## src/hdl/ccp_pkg.sv

```systemverilog
`timescale 1ns / 1ps

package ccp_pkg;

    localparam int COEFF_W         = 13;
    localparam int BYTE_W          = 8;
    localparam int ACC_W           = 12;
    localparam int CNT_W           = 4;
    localparam int T_W             = 5;
    // (u << 5) + MODULUS/2 stays below 2^19 for any 13-bit u
    localparam int X_W             = 19;
    localparam int MODULUS_DEFAULT = 3329;

    // compressed width select
    localparam logic MODE_D4 = 1'b0;
    localparam logic MODE_D5 = 1'b1;

    localparam logic [CNT_W-1:0] D_NARROW = CNT_W'(4);
    localparam logic [CNT_W-1:0] D_WIDE   = CNT_W'(5);
    localparam logic [T_W-1:0]   MASK_D4  = T_W'(15);
    localparam logic [T_W-1:0]   MASK_D5  = T_W'(31);

    typedef struct packed {
        logic signed [COEFF_W-1:0] coefficient;
        logic                      last_coeff;
    } t_coeff_item;

    typedef struct packed {
        logic [BYTE_W-1:0] packed_byte;
        logic              last_byte;
    } t_byte_item;

endpackage

```

## src/hdl/coefficient_compress_pack.sv

```systemverilog
`timescale 1ns / 1ps

// Channel   Direction  Handshake                  Payload
// in        sink       i_in_valid / o_in_stall    i_in_data  (t_coeff_item)
// out       source     o_out_valid / i_out_stall  o_out_data (t_byte_item)
// cfg       sink       i_cfg_we                   i_cfg_wdata (coeff_bits_mode)
//
// One coefficient transfer per cycle is sustained unless output stalls back up; a result
// goes through the compress stage, then the pack stage into the output register.
// The compress stage holds the one multiplier (reciprocal of MODULUS); the pack
// stage holds the 12-bit accumulator and its bit count, the only loop-carried state.
// Reset is synchronous, active low, and clears mode, accumulator and valid bits.
// An output stall backs up into the compress stage and raises o_in_stall only
// when that stage is also full.
module coefficient_compress_pack
    import ccp_pkg::*;
#(
    parameter int MODULUS = MODULUS_DEFAULT
) (
    input  logic        i_clk,
    input  logic        i_rst_n,
    input  logic        i_cfg_we,
    input  logic        i_cfg_wdata,
    input  logic        i_in_valid,
    input  t_coeff_item i_in_data,
    output logic        o_in_stall,
    output logic        o_out_valid,
    output t_byte_item  o_out_data,
    input  logic        i_out_stall
);

    // floor(x / MODULUS) == (x * RECIP) >> SHIFT exactly for every x < 2^X_W
    localparam int MOD_LOG = $clog2(MODULUS);
    localparam int SHIFT   = X_W + MOD_LOG;
    localparam int RECIP_W = X_W + 1;
    localparam int PROD_W  = X_W + RECIP_W;
    localparam logic [RECIP_W-1:0] RECIP =
        RECIP_W'(((64'd1 << SHIFT) + 64'(MODULUS) - 64'd1) / 64'(MODULUS));
    localparam logic [COEFF_W-1:0] MOD_C  = COEFF_W'(MODULUS);
    localparam logic [X_W-1:0]     HALF_X = X_W'(MODULUS / 2);

    // configuration
    logic r_mode;

    // compress stage
    logic           r_s1_vld;
    logic [T_W-1:0] r_s1_t;
    logic           r_s1_last;
    logic           r_s1_wide;

    // pack state
    logic [ACC_W-1:0] r_acc, n_acc;
    logic [CNT_W-1:0] r_cnt, n_cnt;

    // output register
    logic       r_out_vld, n_out_vld;
    t_byte_item r_out_data, n_out_data;

    logic              in_xfer;
    logic              s1_adv;
    logic [COEFF_W-1:0] coeff_raw;
    logic [COEFF_W-1:0] u_val;
    logic [X_W-1:0]     x_val;
    logic [PROD_W-1:0]  prod;
    logic [T_W-1:0]     t_val;
    logic [ACC_W-1:0]   merged;
    logic [CNT_W-1:0]   cnt_sum;

    // the pack stage moves whenever the output register is empty or being drained
    assign s1_adv     = r_s1_vld && (!r_out_vld || !i_out_stall);
    assign o_in_stall = r_s1_vld && !s1_adv;
    assign in_xfer    = i_in_valid && !o_in_stall;

    always_ff @(posedge i_clk) begin
        if (!i_rst_n) begin
            r_mode <= MODE_D4;
        end else if (i_cfg_we) begin
            r_mode <= i_cfg_wdata;
        end
    end

    // --- compress: map negatives up by MODULUS, then round((u << d) / MODULUS)
    always_comb begin
        coeff_raw = i_in_data.coefficient;
        u_val     = coeff_raw[COEFF_W-1] ? coeff_raw + MOD_C : coeff_raw;
        if (r_mode == MODE_D5) begin
            x_val = {1'b0, u_val, 5'b0} + HALF_X;
        end else begin
            x_val = {2'b0, u_val, 4'b0} + HALF_X;
        end
        prod  = PROD_W'(x_val) * PROD_W'(RECIP);
        t_val = prod[SHIFT +: T_W] & ((r_mode == MODE_D5) ? MASK_D5 : MASK_D4);
    end

    always_ff @(posedge i_clk) begin
        if (!i_rst_n) begin
            r_s1_vld <= 1'b0;
        end else if (in_xfer) begin
            r_s1_vld <= 1'b1;
        end else if (s1_adv) begin
            r_s1_vld <= 1'b0;
        end
    end

    always_ff @(posedge i_clk) begin
        if (in_xfer) begin
            r_s1_t    <= t_val;
            r_s1_last <= i_in_data.last_coeff;
            r_s1_wide <= (r_mode == MODE_D5);
        end
    end

    // --- pack: append LSB first, emit a byte at 8 bits or on the last coefficient
    always_comb begin
        merged     = r_acc | (ACC_W'(r_s1_t) << r_cnt);
        cnt_sum    = r_cnt + (r_s1_wide ? D_WIDE : D_NARROW);
        n_acc      = r_acc;
        n_cnt      = r_cnt;
        n_out_vld  = r_out_vld && i_out_stall;
        n_out_data = r_out_data;
        if (s1_adv) begin
            n_out_data.packed_byte = merged[BYTE_W-1:0];
            n_out_data.last_byte   = r_s1_last;
            priority if (r_s1_last) begin
                // partial byte goes out as is; leftover bits are dropped
                n_out_vld = 1'b1;
                n_acc     = '0;
                n_cnt     = '0;
            end else if (cnt_sum >= CNT_W'(BYTE_W)) begin
                n_out_vld = 1'b1;
                n_acc     = merged >> BYTE_W;
                n_cnt     = cnt_sum - CNT_W'(BYTE_W);
            end else begin
                n_acc = merged;
                n_cnt = cnt_sum;
            end
        end
    end

    always_ff @(posedge i_clk) begin
        if (!i_rst_n) begin
            r_acc     <= '0;
            r_cnt     <= '0;
            r_out_vld <= 1'b0;
        end else begin
            r_acc     <= n_acc;
            r_cnt     <= n_cnt;
            r_out_vld <= n_out_vld;
        end
    end

    always_ff @(posedge i_clk) begin
        r_out_data <= n_out_data;
    end

    assign o_out_valid = r_out_vld;
    assign o_out_data  = r_out_data;

endmodule

```

## config.mk

```make
export PLATFORM = sky130hd
export DESIGN_NAME = coefficient_compress_pack
export DESIGN_NICKNAME = d
export VERILOG_FILES = /design/src/hdl/ccp_pkg.sv /design/src/hdl/coefficient_compress_pack.sv
export SDC_FILE = /design/constraint.sdc
export NUM_CORES = 1
export LEC_CHECK = 0
export BUFFER_PORTS_ARGS = -buffer_cell sky130_fd_sc_hd__buf_2
export CORE_ASPECT_RATIO = 0.9
export CORE_MARGIN = 2
export CORE_UTILIZATION = 64
export CTS_CLUSTER_DIAMETER = 50
export DETAILED_ROUTE_END_ITERATION = 6
export PLACE_DENSITY = 0.92
export SYNTH_ARGS = -nofsm -noshare
export SYNTH_HDL_FRONTEND = slang
export SYNTH_SLANG_ARGS = --single-unit
export TNS_END_PERCENT = 1
```

## constraint.sdc

```tcl
create_clock -name i_clk -period 17.6 [get_ports i_clk]
set_clock_uncertainty 0.2 [all_clocks]
set_input_delay 3.52 -clock i_clk [delete_from_list [all_inputs] [get_ports i_clk]]
set_output_delay 3.52 -clock i_clk [all_outputs]
set_load 0.03 [all_outputs]
```

Word level (Yosys, flattened, before mapping)
Cells that the tools add are included.
{ "classes": {"order_cmp": 1, "n_mul": 1, "n_eq_ne": 0, "div_mod_pow": 0, "bitwise_logic": 2, "shifts": 1, "add_sub_neg": 5, "mux": 13, "n_reduce_logical": 10} }
{ "op_table": {"columns": ["operator", "count"], "rows": [
  ["multiplier 19 x 18 -> 34 bit (second input constant)", 1],
  ["2-to-1 mux 12 bit", 2],
  ["adder 18 x 11 -> 19 bit (second input constant)", 1],
  ["2-to-1 mux 19 bit", 1],
  ["adder 17 x 11 -> 18 bit (second input constant)", 1],
  ["adder 13 x 12 -> 13 bit (second input constant)", 1],
  ["2-to-1 mux 13 bit", 1],
  ["bitwise OR 12 bit", 1],
  ["<< shifter 5 x 4 -> 12 bit", 1],
  ["2-to-1 mux 4 bit", 2],
  ["2-to-1 mux 1 bit", 6],
  ["AND 5 bit", 1],
  ["2-to-1 mux 5 bit", 1],
  ["adder 4 x 3 -> 4 bit", 1],
  ["greater-or-equal comparator 4 bit (second input constant)", 1],
  ["logical AND 1 bit", 4],
  ["zero test 1 bit", 4],
  ["subtractor 4 bit (second input constant)", 1],
  ["nonzero test 2 bit", 1],
  ["logical OR 1 bit", 1]
]} }
{ "word_totals": {"n_memories": 0, "romBits": 0, "in_bits": 20, "ramBits": 0, "word_cells": 43, "latchBits": 0, "regBits": 35, "output_inout_bits": 11} }

Longest topological paths before layout
Gate-level depths: netlist of run 1.
{ "logic_depth": {"depth_word": 8, "ltp_mapped": 31, "depth_no_buf": 31} }

Worst setup path after synthesis of run 1
Ideal clock, no wire load.
{ "synth_path": {"path_kind": "input-to-reg", "from": "input i_in_data[1] (netlist bit)", "to": "register r_s1_t[4], data pin", "setup_ns": 0.140, "required_ns": 17.260, "slack_ns": 6.338, "path_stages": 31, "arrival_ns": 10.922, "n_path_buf": 0, "cell_sequence": "ha_1 -> nand4_2 -> xnor2_2 -> ha_1 -> inv_1 -> a311o_1 -> maj3_1 -> a31oi_1 -> xor2_1 -> mux2i_1 -> fa_1 -> inv_1 -> fa_1 -> inv_1 -> fa_1 -> inv_1 -> fa_1 -> inv_1 -> fa_1 -> inv_1 -> fa_1 -> inv_1 -> ha_1 -> a21oi_1 -> nor2_1 -> o31a_1 -> a211oi_1 -> o21ai_0 -> o41ai_1 -> xnor3_1 -> nor2_1"} }
{ "synth_via": {"elab_chain_len": 6, "word_cells_on_any_way": 7, "classes_between": "3 x add/sub; 1 x mul; 2 x mux; 1 x bitwise"} }
{ "synth_lines": {"columns": ["item", "line", "text"], "rows": [
  ["start: declaration", "coefficient_compress_pack.sv:25", "input t_coeff_item i_in_data,"],
  ["adder 13 x 12 -> 13 bit", "coefficient_compress_pack.sv:85", "u_val = coeff_raw[COEFF_W-1] ? coeff_raw + MOD_C : coeff_raw;"],
  ["2-to-1 mux 13 bit (*)", "coefficient_compress_pack.sv:85", null],
  ["adder 18 x 11 -> 19 bit or adder 17 x 11 -> 18 bit (tied branches)", "coefficient_compress_pack.sv:87, coefficient_compress_pack.sv:89", null],
  ["2-to-1 mux 19 bit (*)", "coefficient_compress_pack.sv:86", "if (r_mode == MODE_D5) begin"],
  ["multiplier 19 x 18 -> 34 bit (*)", "coefficient_compress_pack.sv:91", "prod = PROD_W'(x_val) * PROD_W'(RECIP);"],
  ["AND 5 bit (*)", "coefficient_compress_pack.sv:92", "t_val = prod[SHIFT +: T_W] & ((r_mode == MODE_D5) ? MASK_D5 : MASK_D4);"],
  ["via t_val[4]", "coefficient_compress_pack.sv:65", "logic [T_W-1:0] t_val;"],
  ["end signal: assignment", "coefficient_compress_pack.sv:107", "r_s1_t <= t_val;"],
  ["end: declaration", "coefficient_compress_pack.sv:47", "logic [T_W-1:0] r_s1_t;"]
]} }
Mark *: on every way through the listed nets, which the timed path passes. The rest lies on a longest branch.
A chain may end at the register's enable or synchronous reset.

Worst setup path in the final report of run 1
Same ends and word-level chain as after synthesis.

==> results of run 1 <==
## stage by stage
stage               worst slack, ps  util, %  hold slack (ps)
floorplan                      6340        -              206
global placement               5720     69.4              250
detailed placement             5220     69.4              264
CTS                            5480     70.7              269
global route                   4820     70.7              296
finish                         5380     70.7              263
## critical path, delay by kind of cell
family / cells / cell delay (ps)
AOI/OAI and AO/OA: 5 / 1270
muxes: 1 / 790
and+or+nand+nor: 5 / 920
xor gates and xnor gates: 3 / 850
adders and majority gates: 10 / 4280
buffers and inverters: 6 / 480
## routing by layer
layer  track usage, %  part of all wire, %
met3             6.09                  9.6
met2             48.4                   48
met4             8.33                  2.9
met1             37.8                   40
met5                0                    0
## cell type report
type / count / area [um^2] / share of cell area (%)
multi-input cells: 487 / 5450 / 70.5
inverters: 243 / 912 / 11.8
flip-flops and latches: 35 / 861 / 11.1
well taps: 152 / 190 / 2.46
repair buffers: 34 / 180 / 2.33
clock buffers: 6 / 129 / 1.67
clock inverters: 2 / 12.5 / 0.162
## sequential cells by signal (all words and copies together), names as in the netlist
signal	flops
r_mode	1
r_s1_last	1
o_out_valid	1
r_acc	12
r_cnt	4
r_s1_wide	1
r_s1_t	5
o_out_data	9
r_s1_vld	1
## cells by family (layout without fill, tap and decap cells)
group / Yosys count / in the layout
AOI/OAI and AO/OA: 95 / 95
xor gates and xnor gates: 32 / 32
adders and majority gates: 230 / 230
buffers and inverters: 256 / 285
DFF: 35 / 35
muxes: 13 / 13
and+or+nand+nor: 117 / 117
## cells in the final DEF, fill, tap and decap left out, drive strengths merged, types with 6 or more instances in the layout
cell / instances
o21ai: 16
a21o: 6
o21bai: 6
nor3: 7
clkbuf: 6
inv: 243
o21a: 8
fa: 108
buf: 34
ha: 121
xor2: 7
nor3b: 6
nand4: 8
xnor2: 24
and3b: 8
nand2: 26
edfxtp: 16
mux2i: 11
a21boi: 6
nor2b: 8
a21oi: 26
nand3: 6
dfxtp: 19
nor2: 29
## cells in the mapped netlist (3+ instances only)
master / n / area share, %
a21o_1: 6 / 0.62
mux2i_1: 11 / 1.5
nand4_1: 6 / 0.52
nor3_1: 6 / 0.41
edfxtp_1: 16 / 6.6
o21bai_1: 6 / 0.62
clkbuf_1: 11 / 0.57
a211oi_1: 4 / 0.41
xor2_1: 7 / 0.84
nand3_1: 6 / 0.41
nor4_1: 4 / 0.34
o21ai_0: 15 / 1.0
nor2b_1: 8 / 0.69
nand2_1: 26 / 1.3
nand2b_1: 3 / 0.26
inv_1: 243 / 13
ha_1: 121 / 21
xnor2_1: 22 / 2.6
a21boi_0: 6 / 0.62
or2_2: 3 / 0.26
nor3b_1: 6 / 0.62
and3b_1: 8 / 0.96
a21oi_1: 25 / 1.7
nor2_1: 27 / 1.4
a211o_1: 3 / 0.36
fa_1: 108 / 30
o21a_1: 8 / 0.82
dfxtp_1: 19 / 5.2
## how the worst max path moves through the flow
stage | startpoint | to | slack, ps | depth (start not counted)
4_1_cts | i_in_data[1] | r_s1_t[4]$_DFFE_PP_ | 5480 | 32
3_3_place_gp | i_in_data[1] | r_s1_t[4]$_DFFE_PP_ | 5720 | 30
3_5_place_dp | i_in_data[13] | r_s1_t[4]$_DFFE_PP_ | 5220 | 29
6_report | i_in_data[1] | r_s1_t[4]$_DFFE_PP_ | 5380 | 30
5_1_grt | i_in_data[13] | r_s1_t[4]$_DFFE_PP_ | 4820 | 31
2_1_floorplan | i_in_data[1] | r_s1_t[4]$_DFFE_PP_ | 6340 | 31
==> run_results.csv, run 1 <==
group,metric,value,unit
status,status,"finished clean",
critical_path,r2r-start,"r_mode$_SDFFE_PN0P_",
cells_and_area,num-fill-cells,728,
synthesis,synth-edff-count,16,
synthesis,postSynthAreaPerCell,9.36,um^2
route,vias_per_cell,5.70,
hold_path,min_to,"r_acc[3]$_SDFFE_PN0P_",
global_route,gr-total-overflow,0,
timing,setup_viol,0,
critical_path,crit_top_cell,"fa_1",
critical_path,reg2reg_depth,26,
synthesis,synthCells,778,
synthesis,synthAdderAreaFrac,50.6,%
synthesis,synth-simple-area-share,8.90,%
route,dr.pass1.iters,5,
clock_network,cts_hold_buf,0,
clock_network,insertion_delay,280,ps
cells_and_area,final_cell_area,0.00774,mm^2
route,drtIter0Drc,502,
timing,maxSlewHeadroom,27.9,%
floorplan,num_rows,36,
route,ant_nets,0,
timing,setup_tns,0,ps
critical_path,cpPeakStageDelay,790,ps
cells_and_area,final_cells,959,
clock_network,cts_buffer_depth,2,
placement,place.gp.congestion,1.05,
floorplan,core_area,0.0109,mm^2
critical_path,cpMaxStageDelayCell,"mux2i_1",
cells_and_area,drive_gt1_share,7.43,%
critical_path,critPathKind,"input pin to flop",
placement,placed_cells,951,
clock_network,cts_sinks,35,
synthesis,synth_cell_types,61,
global_route,grt_max_degree,27,
synthesis,synth_compound_area_share,9.28,%
global_route,antenna_found_initial,0,
placement,dp_hpwl,14400,um
clock_network,cts_htree_levels,2,
hold_path,hold_depth,2,
cells_and_area,syn_to_final_growth,6.26,%
critical_path,startpoint_type,"input pin",
clock_network,cts_root_buffer,"clkbuf_16",
synthesis,synthXorXnorAreaFrac,4.24,%
floorplan,chipWidth,116,um
timing,drv_slew,0,
cells_and_area,fin_nets,1055,
floorplan,die_h,105,um
synthesis,ys.warnings.count,0,
timing,hold_violations,0,
clock_network,cts_tree,"built",
timing,worstMarginPinSlew,1050,ps
critical_path,reg2reg_slack,8970,ps
critical_path,r2r-end,"r_s1_t[4]$_DFFE_PP_",
timing,period_share,69.5,%
hold_path,hold_class,"flop to flop",
route,vias,5465,
floorplan,die-area,0.0122,mm^2
global_route,grt_pass1_wl,27200,um
cells_and_area,antenna_cells,0,
global_route,grt_usage,29.0,%
synthesis,synthArstFlopShare,0,%
floorplan,start_util,66.5,%
timing,fin_crit,12220,ps
placement,io_buffers,30,
flow_run,cap_violations,0,
clock_network,cts_resized,0,
synthesis,syn-num-nets,1027,
synthesis,netlist_area,0.00728,mm^2
hold_path,hold_start,"r_acc[3]$_SDFFE_PN0P_",
synthesis,yosys_register_bits,35,
global_route,grt_pass1_vias,5708,
clock_network,post_cts_buffers,0,
synthesis,synth_top_family_by_area,"adder cells",
clock_network,clkTransAtPathRegs,50,ps
synthesis,synth_mux_area_share,1.82,%
floorplan,ioPinCount,31,
route,remaining_drc_errors,0,
clock_network,cts_made_buffers,5,
critical_path,cp_max_fo,8,
synthesis,synth_top_flop_cell,"dfxtp_1",
synthesis,ys_seq_area_share,11.8,%
critical_path,worstPathArrival,12150,ps
timing,max_freq,81.8,MHz
route,wirelength,16800,um
critical_path,required,17520,ps
placement,dpl-instance-area,0.00759,mm^2
route,post_drt_wl_per_cell,17.5,um
timing,grt_setup_unrepaired,"no",
critical_path,cp-end-kind,"flop",
Power of run 1 is not shown: default switching activity piles up to over one toggle a cycle in this logic, so the estimate is an artifact.
==> run 2, diff against run 1 <==
Clock period 17.6 ns to 11.85 ns, I/O delays scaled along.
==> run_results.csv, run 2 (synthesis results as in run 1) <==
group,metric,value,unit
critical_path,reg2reg_slack,3270,ps
clock_network,cts_made_buffers,5,
timing,grt_setup_unrepaired,"no",
cells_and_area,num-fill-cells,738,
route,vias_per_cell,5.68,
route,wirelength,16900,um
clock_network,insertion_delay,280,ps
critical_path,r2r-end,"r_s1_t[4]$_DFFE_PP_",
placement,io_buffers,30,
clock_network,cts_buffer_depth,2,
placement,dp_hpwl,14500,um
timing,fin_crit,10950,ps
hold_path,min_to,"r_acc[3]$_SDFFE_PN0P_",
floorplan,start_util,66.5,%
route,post_drt_wl_per_cell,17.6,um
placement,place.gp.congestion,1.06,
floorplan,ioPinCount,31,
timing,drv_slew,0,
cells_and_area,fin_nets,1056,
global_route,grt_pass1_vias,5786,
critical_path,crit_top_cell,"inv_1",
floorplan,die_h,105,um
critical_path,startpoint_type,"input pin",
global_route,gr-total-overflow,0,
route,drtIter0Drc,746,
timing,maxSlewHeadroom,29.1,%
clock_network,cts_hold_buf,0,
cells_and_area,largest_reg_flops,12,
flow_run,cap_violations,0,
cells_and_area,final_cell_mix,"243 x inv_1, 121 x ha_1, 108 x fa_1",
critical_path,reg2reg_depth,26,
clock_network,cts_root_buffer,"clkbuf_16",
floorplan,core_area,0.0109,mm^2
timing,setup_viol,0,
hold_path,hold_depth,2,
floorplan,num_rows,36,
global_route,grt_usage,29.5,%
critical_path,cp_max_fo,13,
critical_path,required,11770,ps
global_route,grt_max_degree,27,
route,vias,5451,
clock_network,post_cts_buffers,0,
floorplan,die-area,0.0122,mm^2
cells_and_area,syn_to_final_growth,6.36,%
cells_and_area,final_common_cell,"inv_1",
cells_and_area,antenna_cells,0,
floorplan,chipWidth,116,um
critical_path,cpPeakStageDelay,710,ps
clock_network,cts_sinks,35,
route,dr.pass1.iters,6,
critical_path,critPathKind,"input pin to flop",
global_route,grt_pass1_wl,28000,um
global_route,antenna_found_initial,0,
critical_path,cp-end-kind,"flop",
clock_network,cts_tree,"built",
timing,hold_violations,0,
route,remaining_drc_errors,0,
critical_path,worstPathArrival,10870,ps
critical_path,r2r-start,"r_mode$_SDFFE_PN0P_",
clock_network,cts_htree_levels,2,
hold_path,hold_class,"flop to flop",
clock_network,clkTransAtPathRegs,50,ps
timing,max_freq,91.3,MHz
timing,worstMarginPinSlew,1030,ps
clock_network,cts_resized,0,
timing,period_share,92.4,%
status,status,"finished clean",
timing,setup_tns,0,ps
hold_path,hold_start,"r_acc[3]$_SDFFE_PN0P_",
route,ant_nets,0,
cells_and_area,regMostFlops,"r_acc",
cells_and_area,drive_gt1_share,7.55,%
critical_path,cpMaxStageDelayCell,"fa_1",
run 2: through the flow:
stage	hold WS [ps]	instances	setup WS [ps]	cell area, um^2	utilization [%]
2_1_floorplan	206	778	1740	7280	-
3_3_place_gp	251	952	1120	7600	69.5
3_5_place_dp	267	952	724	7600	69.5
4_1_cts	273	960	982	7740	70.7
5_1_grt	293	960	427	7740	70.7
6_report	266	960	901	7740	70.7
run 2: worst max-delay path by stage:
| stage | start | endpoint | slack (ps) | cells past startpoint |
|---|---|---|---|---|
| detailed placement | i_in_data[13] | r_s1_t[4]$_DFFE_PP_ | 720 | 29 |
| CTS | i_in_data[13] | r_s1_t[4]$_DFFE_PP_ | 980 | 31 |
| floorplan | i_in_data[1] | r_s1_t[4]$_DFFE_PP_ | 1740 | 31 |
| global route | i_in_data[13] | r_s1_t[4]$_DFFE_PP_ | 430 | 31 |
| global placement | i_in_data[1] | r_s1_t[4]$_DFFE_PP_ | 1120 | 30 |
| finish | i_in_data[13] | r_s1_t[4]$_DFFE_PP_ | 900 | 31 |
run 2: layer usage:
| layer | wire length (um) | vias to the layer above | global-route usage [%] |
|---|---|---|---|
| li1 | - | 2493 | - |
| met1 | 7000 | 2636 | 40.6 |
| met2 | 8170 | 282 | 49.1 |
| met3 | 1430 | 40 | 5.63 |
| met4 | 317 | 0 | 5.19 |
| met5 | 0 | - | 0 |
run 2: final cells by class:
| cell class | count | area [um^2] | share of cell area [%] |
|---|---|---|---|
| flip-flops and latches | 35 | 861 | 11.1 |
| clock inverters | 2 | 12.5 | 0.162 |
| repair buffers | 35 | 188 | 2.42 |
| clock buffers | 6 | 129 | 1.66 |
| multi-input cells | 487 | 5450 | 70.4 |
| inverters | 243 | 912 | 11.8 |
| well taps | 152 | 190 | 2.46 |
run 2: worst max-delay path, delay by kind of cell:
family          cells  cell delay, ps
fa+ha+maj           9            4260
compound gates      7            1840
xor+xnor            3            1050
buf+inv             8             680
mux                 1             350
simple gates        3             320
Power of run 2 is left out for the same reason.
